--- config.mk ---
export PLATFORM = sky130hd
export DESIGN_NAME = tensor_element_to_fp32_converter_core
export DESIGN_NICKNAME = d
export VERILOG_FILES = /design/src/rtl/tefc_pkg.sv /design/src/rtl/tefc_queue.sv /design/src/rtl/tefc_front.sv /design/src/rtl/tefc_back.sv /design/src/rtl/tensor_element_to_fp32_converter_core.sv
export SDC_FILE = /design/constraint.sdc
export NUM_CORES = 1
export LEC_CHECK = 0
export ABC_AREA = 1
export BUFFER_PORTS_ARGS = -buffer_cell sky130_fd_sc_hd__buf_4
export CORE_MARGIN = 3
export CORE_UTILIZATION = 61
export CTS_CLUSTER_DIAMETER = 40
export DETAILED_ROUTE_END_ITERATION = 10
export GPL_TIMING_DRIVEN = 0
export PLACE_DENSITY = 0.8
export SYNTH_ARGS = -nofsm -noshare
export SYNTH_HDL_FRONTEND = slang
export SYNTH_SLANG_ARGS = --single-unit
--- constraint.sdc ---
create_clock -name clk -period 6.2 [get_ports clk]
set_clock_uncertainty 0.05 [all_clocks]
set_input_delay 0 -clock clk [delete_from_list [all_inputs] [get_ports clk]]
set_output_delay 0 -clock clk [all_outputs]
set_load 0.03 [all_outputs]
--- src/rtl/tefc_pkg.sv ---
// types, constants and the half to single conversion function of the converter core
// no dependencies
package tefc_pkg;

	typedef enum logic [1:0] {
		FMT_F32  = 2'd0,
		FMT_BF16 = 2'd1,
		FMT_F16  = 2'd2,
		FMT_RSVD = 2'd3
	} fmt_t;

	// one assembled element on its way from the front to the back
	typedef struct packed {
		logic [31:0] raw;
		fmt_t        fmt;
		logic        last;
	} elem_t;

	// queue status seen by the front and the back
	typedef struct packed {
		logic full;
		logic empty;
	} q_stat_t;

	localparam logic [7:0] SGL_EXP_BIAS  = 8'd127;
	localparam logic [7:0] HALF_EXP_BIAS = 8'd15;
	localparam logic [7:0] EXP_REBIAS    = SGL_EXP_BIAS - HALF_EXP_BIAS;
	localparam logic [4:0] HALF_EXP_MAX  = 5'h1f;
	localparam logic [7:0] SGL_EXP_MAX   = 8'hff;

	function automatic logic [31:0] half_to_single(input logic [15:0] h);
		logic       sgn;
		logic [4:0] ex;
		logic [9:0] man;
		logic [3:0] lzc;
		logic       found;
		logic [9:0] shifted;
		logic [7:0] exp_sub;
		logic [31:0] res;
		sgn = h[15];
		ex = h[14:10];
		man = h[9:0];
		lzc = '0;
		found = 1'b0;
		for (int i = 9; i >= 0; i--) begin
			if (!found) begin
				if (man[i]) begin
					found = 1'b1;
				end else begin
					lzc = lzc + 4'd1;
				end
			end
		end
		shifted = man << lzc;
		exp_sub = EXP_REBIAS - {4'b0, lzc};
		if (ex == 5'd0) begin
			if (man == 10'd0) begin
				res = {sgn, 31'b0};
			end else begin
				// leading one drops out, bits below it form the mantissa
				res = {sgn, exp_sub, shifted[8:0], 14'b0};
			end
		end else if (ex == HALF_EXP_MAX) begin
			res = {sgn, SGL_EXP_MAX, man, 13'b0};
		end else begin
			res = {sgn, {3'b0, ex} + EXP_REBIAS, man, 13'b0};
		end
		return res;
	endfunction

endpackage

--- src/rtl/tefc_queue.sv ---
// small register queue between the byte assembler and the converter
// depends on tefc_pkg for the status type
module tefc_queue #(
	parameter int WIDTH = 35,
	parameter int DEPTH = 4
) (
	input  logic             clk,
	input  logic             arst_n,
	input  logic             push,
	input  logic [WIDTH-1:0] push_data,
	input  logic             pop,
	output logic [WIDTH-1:0] pop_data,
	output tefc_pkg::q_stat_t stat
);
	import tefc_pkg::*;

	localparam int AW = (DEPTH > 1) ? $clog2(DEPTH) : 1;
	localparam int CW = $clog2(DEPTH + 1);

	logic [WIDTH-1:0] mem_q [DEPTH];
	logic [AW-1:0]    wr_ptr_q;
	logic [AW-1:0]    rd_ptr_q;
	logic [CW-1:0]    count_q;
	logic             do_push;
	logic             do_pop;

	assign stat.full  = (count_q == CW'(DEPTH));
	assign stat.empty = (count_q == '0);
	assign do_push    = push && !stat.full;
	assign do_pop     = pop && !stat.empty;
	assign pop_data   = mem_q[rd_ptr_q];

	always_ff @(posedge clk) begin
		if (do_push) begin
			mem_q[wr_ptr_q] <= push_data;
		end
	end

	always_ff @(posedge clk or negedge arst_n) begin
		if (!arst_n) begin
			wr_ptr_q <= '0;
			rd_ptr_q <= '0;
			count_q  <= '0;
		end else begin
			if (do_push) begin
				wr_ptr_q <= (wr_ptr_q == AW'(DEPTH - 1)) ? '0 : wr_ptr_q + AW'(1);
			end
			if (do_pop) begin
				rd_ptr_q <= (rd_ptr_q == AW'(DEPTH - 1)) ? '0 : rd_ptr_q + AW'(1);
			end
			if (do_push && !do_pop) begin
				count_q <= count_q + CW'(1);
			end else if (do_pop && !do_push) begin
				count_q <= count_q - CW'(1);
			end
		end
	end

endmodule

--- src/rtl/tefc_front.sv ---
// front end: takes bytes, holds the element format and assembles elements
// depends on tefc_pkg
module tefc_front (
	input  logic              clk,
	input  logic              arst_n,
	input  logic              cfg_wr_en,
	input  logic [1:0]        cfg_wr_data,
	input  logic              in_valid,
	output logic              in_ready,
	input  logic [7:0]        in_byte,
	input  logic              in_last,
	input  tefc_pkg::q_stat_t q_stat,
	output logic              push,
	output tefc_pkg::elem_t   push_elem
);
	import tefc_pkg::*;

	fmt_t        fmt_q;
	logic [1:0]  pos_q;
	logic [23:0] partial_q;
	logic        take;
	logic        complete;

	assign in_ready = !q_stat.full;
	assign take     = in_valid && in_ready;

	always_comb begin
		case (fmt_q)
			FMT_F32:  complete = (pos_q == 2'd3);
			FMT_BF16: complete = (pos_q == 2'd1);
			FMT_F16:  complete = (pos_q == 2'd1);
			default:  complete = 1'b0;
		endcase
	end

	assign push           = take && complete;
	assign push_elem.fmt  = fmt_q;
	assign push_elem.last = in_last;
	assign push_elem.raw  = (fmt_q == FMT_F32) ? {in_byte, partial_q}
	                                           : {16'b0, in_byte, partial_q[7:0]};

	always_ff @(posedge clk or negedge arst_n) begin
		if (!arst_n) begin
			fmt_q     <= FMT_F32;
			pos_q     <= '0;
			partial_q <= '0;
		end else if (cfg_wr_en) begin
			fmt_q     <= fmt_t'(cfg_wr_data);
			pos_q     <= '0;
			partial_q <= '0;
		end else if (take) begin
			// a finished element, a tensor end or the reserved format restarts assembly
			if (complete || in_last || fmt_q == FMT_RSVD) begin
				pos_q     <= '0;
				partial_q <= '0;
			end else begin
				pos_q <= pos_q + 2'd1;
				case (pos_q)
					2'd0:    partial_q[7:0]   <= in_byte;
					2'd1:    partial_q[15:8]  <= in_byte;
					2'd2:    partial_q[23:16] <= in_byte;
					default: partial_q        <= partial_q;
				endcase
			end
		end
	end

endmodule

--- src/rtl/tefc_back.sv ---
// back end: converts queued elements and holds the output word register
// depends on tefc_pkg
module tefc_back (
	input  logic              clk,
	input  logic              arst_n,
	input  tefc_pkg::q_stat_t q_stat,
	input  tefc_pkg::elem_t   pop_elem,
	output logic              pop,
	output logic              out_valid,
	input  logic              out_ready,
	output logic [31:0]       out_bits,
	output logic              out_last
);
	import tefc_pkg::*;

	logic        valid_q;
	logic [31:0] bits_q;
	logic        last_q;
	logic [31:0] conv;

	assign pop = !q_stat.empty && (!valid_q || out_ready);

	always_comb begin
		case (pop_elem.fmt)
			FMT_F32:  conv = pop_elem.raw;
			FMT_BF16: conv = {pop_elem.raw[15:0], 16'b0};
			FMT_F16:  conv = half_to_single(pop_elem.raw[15:0]);
			default:  conv = pop_elem.raw;
		endcase
	end

	always_ff @(posedge clk or negedge arst_n) begin
		if (!arst_n) begin
			valid_q <= 1'b0;
		end else if (pop) begin
			valid_q <= 1'b1;
		end else if (out_ready) begin
			valid_q <= 1'b0;
		end
	end

	always_ff @(posedge clk) begin
		if (pop) begin
			bits_q <= conv;
			last_q <= pop_elem.last;
		end
	end

	assign out_valid = valid_q;
	assign out_bits  = bits_q;
	assign out_last  = last_q;

endmodule

--- src/rtl/tensor_element_to_fp32_converter_core.sv ---
// a result word passes through the element queue and the output register before it shows on m_axis
// throughput: one byte per cycle while the element queue is not full, bounded by the byte handshake of the assembler
// the queue lets bytes flow while a result word waits in the output register
// arst_n clears the format to f32, the assembly state, the queue and the output valid
// top level: byte assembler, element queue and converter with output register
// depends on tefc_pkg, tefc_front, tefc_queue, tefc_back
module tensor_element_to_fp32_converter_core #(
	parameter int QUEUE_DEPTH = 4
) (
	input  logic        clk,
	input  logic        arst_n,
	input  logic        cfg_wr_en,
	input  logic [1:0]  cfg_wr_data,    // element_format
	input  logic        s_axis_tvalid,
	output logic        s_axis_tready,
	input  logic [7:0]  s_axis_tdata,   // data_byte
	input  logic        s_axis_tlast,   // last_byte
	output logic        m_axis_tvalid,
	input  logic        m_axis_tready,
	output logic [31:0] m_axis_tdata,   // single_bits
	output logic        m_axis_tlast    // last_element
);
	import tefc_pkg::*;

	q_stat_t q_stat;
	logic    push;
	logic    pop;
	elem_t   push_elem;
	elem_t   pop_elem;

	tefc_front u_front (
		.clk       (clk),
		.arst_n    (arst_n),
		.cfg_wr_en (cfg_wr_en),
		.cfg_wr_data(cfg_wr_data),
		.in_valid  (s_axis_tvalid),
		.in_ready  (s_axis_tready),
		.in_byte   (s_axis_tdata),
		.in_last   (s_axis_tlast),
		.q_stat    (q_stat),
		.push      (push),
		.push_elem (push_elem)
	);

	tefc_queue #(
		.WIDTH ($bits(elem_t)),
		.DEPTH (QUEUE_DEPTH)
	) u_queue (
		.clk       (clk),
		.arst_n    (arst_n),
		.push      (push),
		.push_data (push_elem),
		.pop       (pop),
		.pop_data  (pop_elem),
		.stat      (q_stat)
	);

	tefc_back u_back (
		.clk       (clk),
		.arst_n    (arst_n),
		.q_stat    (q_stat),
		.pop_elem  (pop_elem),
		.pop       (pop),
		.out_valid (m_axis_tvalid),
		.out_ready (m_axis_tready),
		.out_bits  (m_axis_tdata),
		.out_last  (m_axis_tlast)
	);

endmodule

### Yosys cells after proc, flatten, opt, wreduce, memory -nomap -nowiden

Memory sizes are Yosys's and may differ from the RTL's.
Index checks and enable logic that the tools add are counted.

* register bits: 69
* output and inout bits: 35
* bits in writable memories: 140
* memories kept: 1

Memories
* u_queue.mem_q: words 4, bits a word 35, read ports 1, clocked after memory_dff 0, wr ports 1, RTL line tefc_queue.sv:20 `logic [WIDTH-1:0] mem_q [DEPTH];`

* mux-type cells: 78
* shifts and indexed selects: 1
* add/subtract/negate cells: 16
* equality and inequality tests: 12
* reductions and logical operators: 30

Operator list (count)
* $mux W4: 28
* $mux W31: 3
* $mux W24: 3
* $pmux W32 S2: 1
* $add A4 B1 Y4 const B: 9
* $mux W32: 1
* $mux W1: 31
* $mux W8: 3
* $eq A2 B2 Y1 const B: 7
* $logic_not A10 Y1: 1
* $mux W2: 5
* $shl A10 B4 Y9: 1
* $reduce_bool A3 Y1: 3
* $add A5 B7 Y8 const B: 1
* $sub A7 B4 Y8 const A: 1
* $logic_and A1 B1 Y1: 7
* $add A2 B1 Y2 const B: 3
* $eq A2 B1 Y1 const B: 3
* $mux W3: 2
* $reduce_and A2 Y1: 3
* $reduce_bool A2 Y1: 3
* $eq A5 B5 Y1 const B: 1
* $logic_not A1 Y1: 5
* $logic_not A5 Y1: 1
* other kinds (8): 11

### Depth between registers and ports, before layout

Gate-level depths: netlist of the first run.
An unclocked memory read counts as a cell.

* word-level depth: 43
* depth in mapped cells: 46

### Hierarchy

Synthesis of the first run repeated with hierarchy kept, for this count alone.

* cell total of the unflattened synthesis: 1059
* area total of the unflattened synthesis: 10528.8 um^2

Modules (own cells, without submodules)
* tefc_queue: times used 1, area each 6014.5 um^2, cells each 469
* tefc_back: times used 1, area each 2880.3 um^2, cells each 391
* tefc_front: times used 1, area each 1634.1 um^2, cells each 199

### Least setup slack after synthesis of the first run

Ideal clock, no wire load.

* path kind: reg-to-reg
* start point: reg u_queue.rd_ptr_q[0]
* end point: reg u_back.bits_q[20] (netlist: u_back.out_bits[20]), data pin
* arrival time: 4.882 ns
* stages on the path, launching flop included: 44
* clock period less this slack: 5.185 ns
* required time: 5.897 ns
* setup slack: 1.015 ns
* path buffers: 2
* setup time: 0.253 ns
* path through: dfrtp_1 -> buf_6 -> inv_4 -> nand2_1 -> nand3_1 -> nand2_2 -> nand2_4 -> inv_1 -> ha_1 -> inv_1 -> a21oi_1 -> ha_1 -> nand2_1 -> o211ai_1 -> nand2_1 -> inv_1 -> ha_1 -> nand2_1 -> [... 8 more ...] -> nand2_1 -> nand2_1 -> inv_1 -> ha_1 -> nor2_1 -> a21oi_1 -> ha_1 -> o21ai_2 -> inv_2 -> nand2_4 -> inv_2 -> buf_6 -> o21ai_1 -> nand2_1 -> nand3_1 -> nand2_1 -> nand3_1 -> nand2_1

* longest elaborated chain between the ends: 43

RTL lines
* start, declared: RTL line tefc_queue.sv:22 `logic [AW-1:0] rd_ptr_q;`
* start signal, assigned: RTL line tefc_queue.sv:49 `rd_ptr_q <= (rd_ptr_q == AW'(DEPTH - 1)) ? '0 : rd_ptr_q + AW'(1);`
* $mem_v2 Z4 W35 *
* $mux W1: RTL line tefc_pkg.sv:47 `if (man[i]) begin`
* $mux W4: RTL line tefc_back.sv:24 `case (pop_elem.fmt)`
* $add A4 B1 Y4: RTL line tefc_pkg.sv:50 `lzc = lzc + 4'd1;`
* $mux W4: RTL line tefc_pkg.sv:47
* $mux W4: RTL line tefc_pkg.sv:46 `if (!found) begin`
* $mux W4: RTL line tefc_back.sv:24
* $add A4 B1 Y4: RTL line tefc_pkg.sv:50
* [... 28 more ...]
* $mux W4: RTL line tefc_pkg.sv:47
* $mux W4: RTL line tefc_pkg.sv:46
* $mux W4: RTL line tefc_back.sv:24
* $shl A10 B4 Y9: RTL line tefc_pkg.sv:54 `shifted = man << lzc;`
* $mux W31: RTL line tefc_pkg.sv:57 `if (man == 10'd0) begin`
* $mux W31: RTL line tefc_pkg.sv:56 `if (ex == 5'd0) begin`
* $pmux W32 S2 *: RTL line tefc_back.sv:24
* net u_back.conv[20]: RTL line tefc_back.sv:19 `logic [31:0] conv;`
* end signal, assigned: RTL line tefc_back.sv:44 `bits_q <= conv;`
* end, declared: RTL line tefc_back.sv:17 `logic [31:0] bits_q;`

The timed path passes the listed nets; every way through them passes the cells marked *. The select of a mux whose other input is x is not followed.
A chain may end at the register's enable or synchronous reset.

### Final worst setup path of the first run

* start point: reg u_queue.rd_ptr_q[0]
* end point: reg u_back.bits_q[26] (netlist: u_back.out_bits[26]), data pin

* longest elaborated chain between the ends: 43

RTL lines
* $mem_v2 Z4 W35 *
* $mux W1: RTL line tefc_pkg.sv:47
* $mux W4: RTL line tefc_back.sv:24
* $add A4 B1 Y4: RTL line tefc_pkg.sv:50
* $mux W4: RTL line tefc_pkg.sv:47
* $mux W4: RTL line tefc_pkg.sv:46
* $mux W4: RTL line tefc_back.sv:24
* $add A4 B1 Y4: RTL line tefc_pkg.sv:50
* [... 28 more ...]
* $mux W4: RTL line tefc_pkg.sv:47
* $mux W4: RTL line tefc_pkg.sv:46
* $mux W4: RTL line tefc_back.sv:24
* $sub A7 B4 Y8: RTL line tefc_pkg.sv:55 `exp_sub = EXP_REBIAS - {4'b0, lzc};`
* $mux W31: RTL line tefc_pkg.sv:57
* $mux W31: RTL line tefc_pkg.sv:56
* $pmux W32 S2 *: RTL line tefc_back.sv:24
* net u_back.conv[26]: RTL line tefc_back.sv:19

Marked as above.

==> results by stage, run 1 <==
Outcome:
- The run finished with clean final reports.

Drt:
- The detailed router finished its first iteration with 724 violations.
- The final layout contains routed wiring with a total length of 23100 um.
- The wire length per cell after detailed routing is 17.9 um.
- The overall via count from detail_route is 7250.
- For this run, design rule violations remaining after detail routing come to 0.
- The number of detailed-routing iterations run before antenna repair is 7.
- Using the TritonRoute via totals, the vias-per-cell ratio works out to 5.61.
- In this run the remaining antenna-violating nets after routing total 0.

Timing:
- The minimum clock period after layout is 5.82 ns.
- The final-report max-slew violation count came to 0.
- The minimum hold slack is 0.142 ns.
- For this run, the top clock speed supported by timing is 172 MHz.
- Setup repair after global routing left no endpoint under its margin.
- In the finished design, the share of the clock period the worst path needs comes to 93.8%.
- The max-slew headroom at the worst pin is 57.4%.
- The number of failing hold endpoints at the final stage is 0.
- The sum of negative setup slack is 0 ns.
- Setup violations remaining at the end of the flow were counted as 0.
- The transition time of the tightest slew-check pin is 0.634 ns.

Placed design:
- The final weighted congestion of routability-driven global placement is 0.900.
- Detailed placement finished with a half-perimeter wire length of 15100 um.
- The port buffer count is 50.

Run:
- The number of maximum-capacitance violations is 0.

Synth:
- The number of nets in the synthesized netlist is 998.
- The post-synthesis cell type count is 47.
- Sorting the synthesized cells by area gives the leading types as sky130_fd_sc_hd__edfxtp_1, sky130_fd_sc_hd__nand2_1, sky130_fd_sc_hd__dfrtp_1, sky130_fd_sc_hd__inv_1, sky130_fd_sc_hd__ha_1.
- The mapped netlist covers 9750 um2.
- Summed over its instances, the top area cell type makes up 53.3% of the synthesized netlist area.
- During synthesis, Yosys emitted a total of 0 warnings.
- The cell count after synthesis came out at 959.
- The most common cell in the synthesized netlist is sky130_fd_sc_hd__nand2_1.
- The number of synthesized register bits is 209.
- The portion of the post-synthesis area used by sequential elements is 62.5%.
- The most used flip-flop cell after synthesis is sky130_fd_sc_hd__edfxtp_1.
- The average footprint of a synthesized cell is 10.2 um2.
- Counting flops with an async set or reset pin after synthesis yields a share of 17.2%.
- Ranked by instance count, the synthesized netlist is headed by sky130_fd_sc_hd__nand2_1, sky130_fd_sc_hd__edfxtp_1, sky130_fd_sc_hd__inv_1, sky130_fd_sc_hd__nor2_1, sky130_fd_sc_hd__nand3_1.
- The biggest area contributor in the post-synthesis netlist is sky130_fd_sc_hd__edfxtp_1.
- The number of enable-type register cells in the synthesized netlist is 173.

Clock tree:
- In this run the number of H-tree levels came out at 1.
- The number of buffers inserted during clock tree synthesis is 26.
- The clock drives 209 sinks.
- The post-CTS setup buffer count is 0.
- The clock root buffer master is sky130_fd_sc_hd__clkbuf_16.
- The CTS clock-pin slew for the worst setup and hold paths is 0.06 ns.
- The clock tree from TritonCTS is yes.
- For the worst-skew pair, the clock arrives at the later sink with an insertion delay of 0.51 ns.
- The clock passes through at most 3 buffers.

Global routing:
- The number of global-route vias before repair is 7002.
- The global-route wire length before repair is 36100 um.
- Global routing consumed, over all layers together, 26.2% of the routing resources.
- The global-route congestion overflow total is 0.
- The initial antenna violation count is 0.
- The maximum number of pins on one net before global-route repair is 37.

Setup path:
- The setup slack of the worst register-to-register path is 0.38 ns.
- The number of buffers and inverters on the critical path is 11.
- The endpoint identified for the worst register-to-register timing path is u_back.out_bits[26]$_DFFE_PP_.
- The kind of capture point of the worst setup path is a flop.
- The kind of launch point of the worst setup path is a flop.
- Counting stages on the worst path, the most repeated cell is sky130_fd_sc_hd__nand2_1.
- Along the worst path, the maximum fanout reaches 10.
- For the worst flop-to-flop path, the logic depth is 41.
- The largest single stage delay on the critical path is 0.40 ns.
- The startpoint-to-endpoint class of the critical path is reg -> reg.
- The startpoint of the most critical register-to-register path is u_queue.rd_ptr_q[0]$_DFFE_PN0P_.
- The data required time at the worst endpoint is 6.42 ns.
- Grouping stages by cell kind, the critical path spends the most delay in adder cells.
- The library cell contributing the largest single delay on the critical path is sky130_fd_sc_hd__dfrtp_1.
- The arrival time at the worst endpoint is 6.04 ns.

Floorplan:
- The floorplan step set the die height to 132 um.
- The die covers 17500 um2.
- The die is 132 um wide.
- In this run the count of I/O pins placed on the die edge is 51.
- The starting density of the core is 63.2%.
- After floorplanning, the core was sized to cover 15400 um2.
- The row count is 45.

Layout:
- The post-layout net count is 1101.
- The count of antenna diodes in the layout is 0.
- The area of combinational cells with multiple inputs is 3170 um2.
- Counting the fill cells in the layout gives 1018.
- The sequential cells in the finished layout cover a total of 6100 um2.
- The layout cell share with drive strength beyond 1 is 15.3%.
- The area growth from synthesis to final layout is 20.3%.

Pwr:
- Power spread over the standard cell area amounts to 538 nW/um2.
- Summed over all cells, the static leakage comes to 4.98 nW.
- VDD sags by at most 0.284 mV.

Hold path:
- The path with the worst hold slack has its endpoint at u_front.pos_q[1]$_DFFE_PN0P_.
- The startpoint of the most critical hold path is s_axis_tvalid.
- The worst hold path belongs to the class in -> reg.
- The cell count of the worst hold path is 6.
[power by group]
part	switching [mW]	internal [mW]	total, mW	leakage [nW]
sequential	0.0737	1.81	1.89	2.09
clock	0.587	0.987	1.57	0.447
combinational	1.95	0.904	2.85	2.44
[worst max path at each step]
stage,startpoint,end,cells past startpoint
after floorplan,u_queue.rd_ptr_q[0]$_DFFE_PN0P_,u_back.out_bits[20]$_DFFE_PP_,43
after global placement,u_queue.rd_ptr_q[1]$_DFFE_PN0P_,u_back.out_bits[16]$_DFFE_PP_,39
after detailed placement,u_queue.rd_ptr_q[1]$_DFFE_PN0P_,u_back.out_bits[16]$_DFFE_PP_,39
after CTS,u_queue.rd_ptr_q[1]$_DFFE_PN0P_,u_back.out_bits[16]$_DFFE_PP_,39
after global routing,u_queue.rd_ptr_q[0]$_DFFE_PN0P_,u_back.out_bits[26]$_DFFE_PP_,41
final,u_queue.rd_ptr_q[0]$_DFFE_PN0P_,u_back.out_bits[26]$_DFFE_PP_,41
[through the flow]
step                total power [mW]  util [%]  cell area, um2  instances  setup WS, ns
floorplan                       3.83         -            9750        959          1.02
global placement                4.59      67.3           10400       1220         0.333
detailed placement              4.65      68.3           10500       1225         0.257
CTS                             6.25      75.7           11700       1292         0.235
global route                    6.70      76.0           11700       1292       0.00511
finish                          6.31      76.0           11700       1292         0.383
[repair_timing]
action / in CTS / in global routing
hold buffers: 20 / 0
gates resized for setup: 0 / 10
endpoints found under the hold margin: 117 / 0
endpoints found under the setup margin: 0 / 10
[layout make-up]
type / instances / share of cell area, %
Sequential cell: 209 / 52.0
Tap cell: 211 / 2.25
Buffer: 35 / 1.47
Clock buffer: 30 / 5.95
Timing Repair Buffer: 75 / 5.91
Multi-Input combinational cell: 611 / 27.0
Inverter: 104 / 3.37
Clock inverter: 17 / 2.00
[cells in the final DEF, fill, tap and decap left out, types with 22 or more instances in the layout]
cell,instances
sky130_fd_sc_hd__inv_1,91
sky130_fd_sc_hd__nand2_1,288
sky130_fd_sc_hd__dfrtp_1,36
sky130_fd_sc_hd__nand3_1,48
sky130_fd_sc_hd__edfxtp_1,173
sky130_fd_sc_hd__clkbuf_1,23
sky130_fd_sc_hd__buf_4,52
sky130_fd_sc_hd__nor2_1,60
sky130_fd_sc_hd__a21oi_1,43
sky130_fd_sc_hd__ha_1,22
sky130_fd_sc_hd__clkbuf_16,27
sky130_fd_sc_hd__o21ai_0,46
[layer usage]
| layer | share of wire [%] | global-route usage [%] |
|---|---|---|
| met4 | 4.1 | 10.3 |
| met3 | 8.1 | 4.81 |
| met1 | 39 | 33.8 |
| met5 | 0 | 0 |
| met2 | 49 | 44.4 |
[worst min-delay path, stage by stage]
cell and delay (ns):
sky130_fd_sc_hd__buf_4 0.08, sky130_fd_sc_hd__nand2_1 0.05, sky130_fd_sc_hd__inv_1 0.08, sky130_fd_sc_hd__or2_2 0.11, sky130_fd_sc_hd__clkbuf_1 0.22, sky130_fd_sc_hd__o21ai_0 0.11
[state kept, by name, indices dropped and copies added, names as in the netlist]
signal	cells
u_queue.mem_q	140
u_back.out_bits	32
u_front.partial_q	24
u_queue.count_q	3
u_front.fmt_q	2
u_front.pos_q	2
u_queue.rd_ptr_q	2
u_queue.wr_ptr_q	2
u_back.out_last	1
u_back.out_valid	1
[kinds of logic (layout without fill, tap and decap cells)]
| logic type | Yosys count | in the layout | share of synthesized area, % |
|---|---|---|---|
| XOR/XNOR | 3 | 3 | 0.270 |
| AND/OR/NAND/NOR | 439 | 439 | 19.4 |
| flip-flops | 209 | 209 | 62.5 |
| AO/OA/AOI/OAI | 146 | 146 | 9.04 |
| adder cells (fa/ha/maj) | 23 | 23 | 3.03 |
| buffers and inverters | 139 | 261 | 5.76 |
Power figures use the tool's default switching activity.
==> run 2, diff against run 1 <==
Settings changed: ABC_AREA 1 to not set.
==> run 2 against run 1 <==
  * Critical path depth down 12
  * Combinational power down 4%
  * Area after synthesis down 1.2%
  * Die area down 1.1%
  * Worst setup slack worse by 0.35 ns
  * Sequential power about the same
  * Sequential share of layout area down 0.11 points
  * Count of clock-buffer cells in the layout down 1
  * Utilization up 0.73 points
  * Highest routed layer is now met5
==> results by stage, run 2 <==
Layout:
- The register with the most flip-flops in the final layout is u_queue.mem_q.
- The final design instance area without fill is 11700 um2 (+0.22%).
- The library cells used most frequently in the layout, excluding fill and tap cells, are sky130_fd_sc_hd__edfxtp_1, sky130_fd_sc_hd__buf_4, sky130_fd_sc_hd__and2_1.
- The count of antenna diodes in the layout is 0 (unchanged).
- The non-filler instance count after layout came to 979 (-24%).
- The post-layout net count was 789 (-28%).
- The number of flip-flops under the largest register name is 140 (unchanged).
- Leaving out fill and tap cells, the most frequent cell in the layout is sky130_fd_sc_hd__edfxtp_1.
- Relative to the synthesized area, the layout overhead comes to 22.0%.
- The layout cell share with drive strength beyond 1 is 30.6% (+15 points).
- The share of the core filled with cells is 76.7% (+0.73 points).

Placed design:
- The final weighted congestion of routability-driven global placement is 0.921 (+2.3%).
- The half-perimeter wire length after placement came to 14100 um (-6.3%).
- The area of placed instances came to 10400 um2 (-1.4%).
- The worst setup slack after placement was -0.688 ns (-0.945 ns).
- The port buffer count came to 50 (unchanged).
- The placed instance count came to 894 (-27%).

Setup path:
- By startpoint and endpoint, the worst setup path is classified as reg -> reg.
- STA classifies the critical path endpoint as a flop.
- The maximum fanout along the worst path was 5 (-5).
- The number of buffer and inverter instances along the worst setup path is 4 (-7).
- The worst setup path is launched from a flop.
- The setup slack of the worst register-to-register path came to 0.03 ns (-0.35 ns).
- Counting stages on the worst path, the most repeated cell is sky130_fd_sc_hd__ha_1.
- The data required time at the worst endpoint is 6.49 ns (+0.07 ns).
- The largest stage delay on the critical path is 0.60 ns (+0.20 ns).
- The library cell contributing the largest single delay on the critical path is sky130_fd_sc_hd__mux4_2.
- In this design, the largest share of critical-path delay is due to adder cells.
- The arrival time at the worst endpoint is 6.46 ns (+0.42 ns).

Clock tree:
- The CTS clock-pin slew for the worst setup and hold paths is 0.06 ns (about the same).
- The number of buffers on the longest clock path was 3 (unchanged).
- TritonCTS built the clock tree.
- The depth of the CTS H-tree is 1 (unchanged).
- The number of buffers inserted during clock tree synthesis is 24 (-7.7%).
- The tree is rooted in a sky130_fd_sc_hd__clkbuf_16.
- The number of sinks handled by clock tree synthesis is 209 (unchanged).
- The clock latency at the later pin of the worst-skew pair came to 0.53 ns (+0.02 ns).

Floorplan:
- The number of primary I/O pins was 51 (unchanged).
- The overall die area was 17300 um2 (-1.1%).
- The starting density of the core is 62.9% (-0.30 points).
- The die span in y was 132 um (-0.57%).
- The row count was 45 (unchanged).
- The core area is 15300 um2 (-0.73%).
- The horizontal die dimension is 132 um (-0.57%).

Synth:
- The net count after synthesis is 667 (-33%).
- The number of synthesized register bits is 209 (unchanged).
- The share of Yosys cell area claimed by the top area cell type was 53.9% (+0.64 points).
- The number of enable-type register cells in the synthesized netlist was 173 (unchanged).
- The share of flip-flops with an asynchronous set or reset is 17.2% (unchanged).
- In the synthesized netlist the dominant register cell turns out to be sky130_fd_sc_hd__edfxtp_1.
- The mapped cell area is 9630 um2 (-1.2%).
- After synthesis, the cell types taking the most area are sky130_fd_sc_hd__edfxtp_1, sky130_fd_sc_hd__dfrtp_1, sky130_fd_sc_hd__mux4_2, sky130_fd_sc_hd__mux2_2, sky130_fd_sc_hd__ha_1.
- By count the netlist is led by sky130_fd_sc_hd__edfxtp_1, sky130_fd_sc_hd__and2_1, sky130_fd_sc_hd__mux2_2, sky130_fd_sc_hd__dfrtp_1, sky130_fd_sc_hd__mux4_2.
- The average footprint of a synthesized cell is 15.3 um2 (+51%).
- The portion of the post-synthesis area used by sequential elements was 63.3% (+0.76 points).
- The number of warning messages in the yosys log is 0 (unchanged).
- The synthesized design spends more area on one cell type than any other, namely sky130_fd_sc_hd__edfxtp_1.
- The post-synthesis cell type count is 69 (+47%).
- The count of mapped cells out of synthesis is 628 (-35%).
- The most common cell in the netlist is sky130_fd_sc_hd__edfxtp_1.

Drt:
- The detailed-route vias per instance is 6.20 (+11%).
- The number of design-rule violations left by the first detailed-router iteration is 662 (-8.6%).
- The number of detailed-routing iterations run before antenna repair is 7 (unchanged).
- The total wire length after detailed routing was 23800 um (+3.1%).
- The number of design rule violations left after detail routing came to 0 (unchanged).
- The wire length per cell after detailed routing is 24.3 um (+36%).
- The residual antenna-violating net count after detailed routing is 0 (unchanged).
- The overall via count from detail_route is 6074 (-16%).

Global routing:
- The initial antenna violation count was 1 (+1).
- The maximum number of pins on one net before global-route repair was 37 (unchanged).
- The number of global-route vias before repair came to 6255 (-11%).
- The global-route wire length before repair is 37100 um (+2.6%).
- The global-route congestion overflow total was 0 (unchanged).
- The global-route usage over all layers was 28.0% (+1.9 points).

Timing:
- The transition time of the tightest slew-check pin is 1.13 ns (+0.494 ns).
- The final-report max-slew violation count came to 0 (unchanged).
- The minimum clock period after layout was 6.17 ns (+0.353 ns).
- The minimum hold slack came to 0.183 ns (+0.0414 ns).
- The sum of negative setup slack is 0 ns (unchanged).
- The max-slew headroom at the worst pin was 24.8% (-33 points).
- The post-route fraction of the period consumed by the critical path came to 99.5% (+5.7 points).
- Setup repair after global routing could not meet its margin everywhere.
- The maximum achievable frequency is 162 MHz (-5.7%).
- The slack of the critical path is 0.0300 ns (-0.353 ns).
- The number of failing hold endpoints at the final stage is 0 (unchanged).
- The final setup violation count is 0 (unchanged).

Pwr:
- The total power is 6.07 mW (-3.8%).
- The worst voltage drop across the vdd grid is 0.262 mV (-7.8%).
- The power density over cell area is 517 nW/um2 (-4.0%).
- The static leakage power is 4.43 nW (-11%).

Hold path:
- In this run the worst hold path is classified as in -> reg.

Outcome:
- The run finished with clean final reports.

Run:
- The number of maximum-capacitance violations came to 0 (unchanged).
## run 2: routing by layer
| layer | vias to the layer above | GRT usage (%) | wire length, um |
|---|---|---|---|
| met4 | 2 | 8.28 | 638 |
| met2 | 320 | 49.4 | 12400 |
| li1 | 2668 | - | - |
| met5 | - | 0 | 13 |
| met1 | 3029 | 36.5 | 9190 |
| met3 | 55 | 4.13 | 1540 |
## run 2: what timing repair did
item,in CTS,in global routing
setup endpoints to repair,13,13
hold buffers,22,0
setup buffers,17,2
resized for setup,15,20
gates cloned,1,0
pin swaps,6,16
hold endpoints to repair,131,0
## run 2: tightest hold or removal path: cells and delay by family
family / cells / cell delay, ns
buffers and inverters: 2 / 0.63
AOI/OAI and AO/OA: 1 / 0.06
## run 2: final timing paths
check | from | to | depth (start not counted)
min in group asynchronous | arst_n | u_front.partial_q[21]$_DFFE_PN0P_ | 4
min | m_axis_tready | u_back.out_valid$_DFFE_PN0P_ | 3
max in group asynchronous | arst_n | u_queue.rd_ptr_q[0]$_DFFE_PN0P_ | 4
max reg2reg | u_queue.rd_ptr_q[0]$_DFFE_PN0P_ | u_back.out_bits[19]$_DFFE_PP_ | 29
max | u_queue.rd_ptr_q[0]$_DFFE_PN0P_ | u_back.out_bits[19]$_DFFE_PP_ | 29
min reg2reg | u_front.partial_q[22]$_DFFE_PN0P_ | u_front.partial_q[22]$_DFFE_PN0P_ | 1
## run 2: final cells by class
cell class	instances	area (um2)
plain buffers	28	145
flip-flops and latches	209	6100
clock buffers	29	619
clock inverters	15	211
well taps	211	264
inverters	30	113
repair buffers	97	870
multi-input cells	360	3430
fillers	834	3570
## run 2: logic make-up after synthesis
| group | after synthesis | share of synthesized area [%] |
|---|---|---|
| buf+inv | 59 | 2.56 |
| mux | 85 | 14.0 |
| xor+xnor | 10 | 1.05 |
| simple gates | 147 | 8.64 |
| flops | 209 | 63.3 |
| fa+ha+maj | 23 | 3.07 |
| compound gates | 95 | 7.35 |
## run 2: where the power goes
group	total [mW]	internal [mW]	switching (mW)
Combinational	2.73	1.15	1.57
Sequential	1.87	1.79	0.0857
Clock	1.47	0.893	0.580
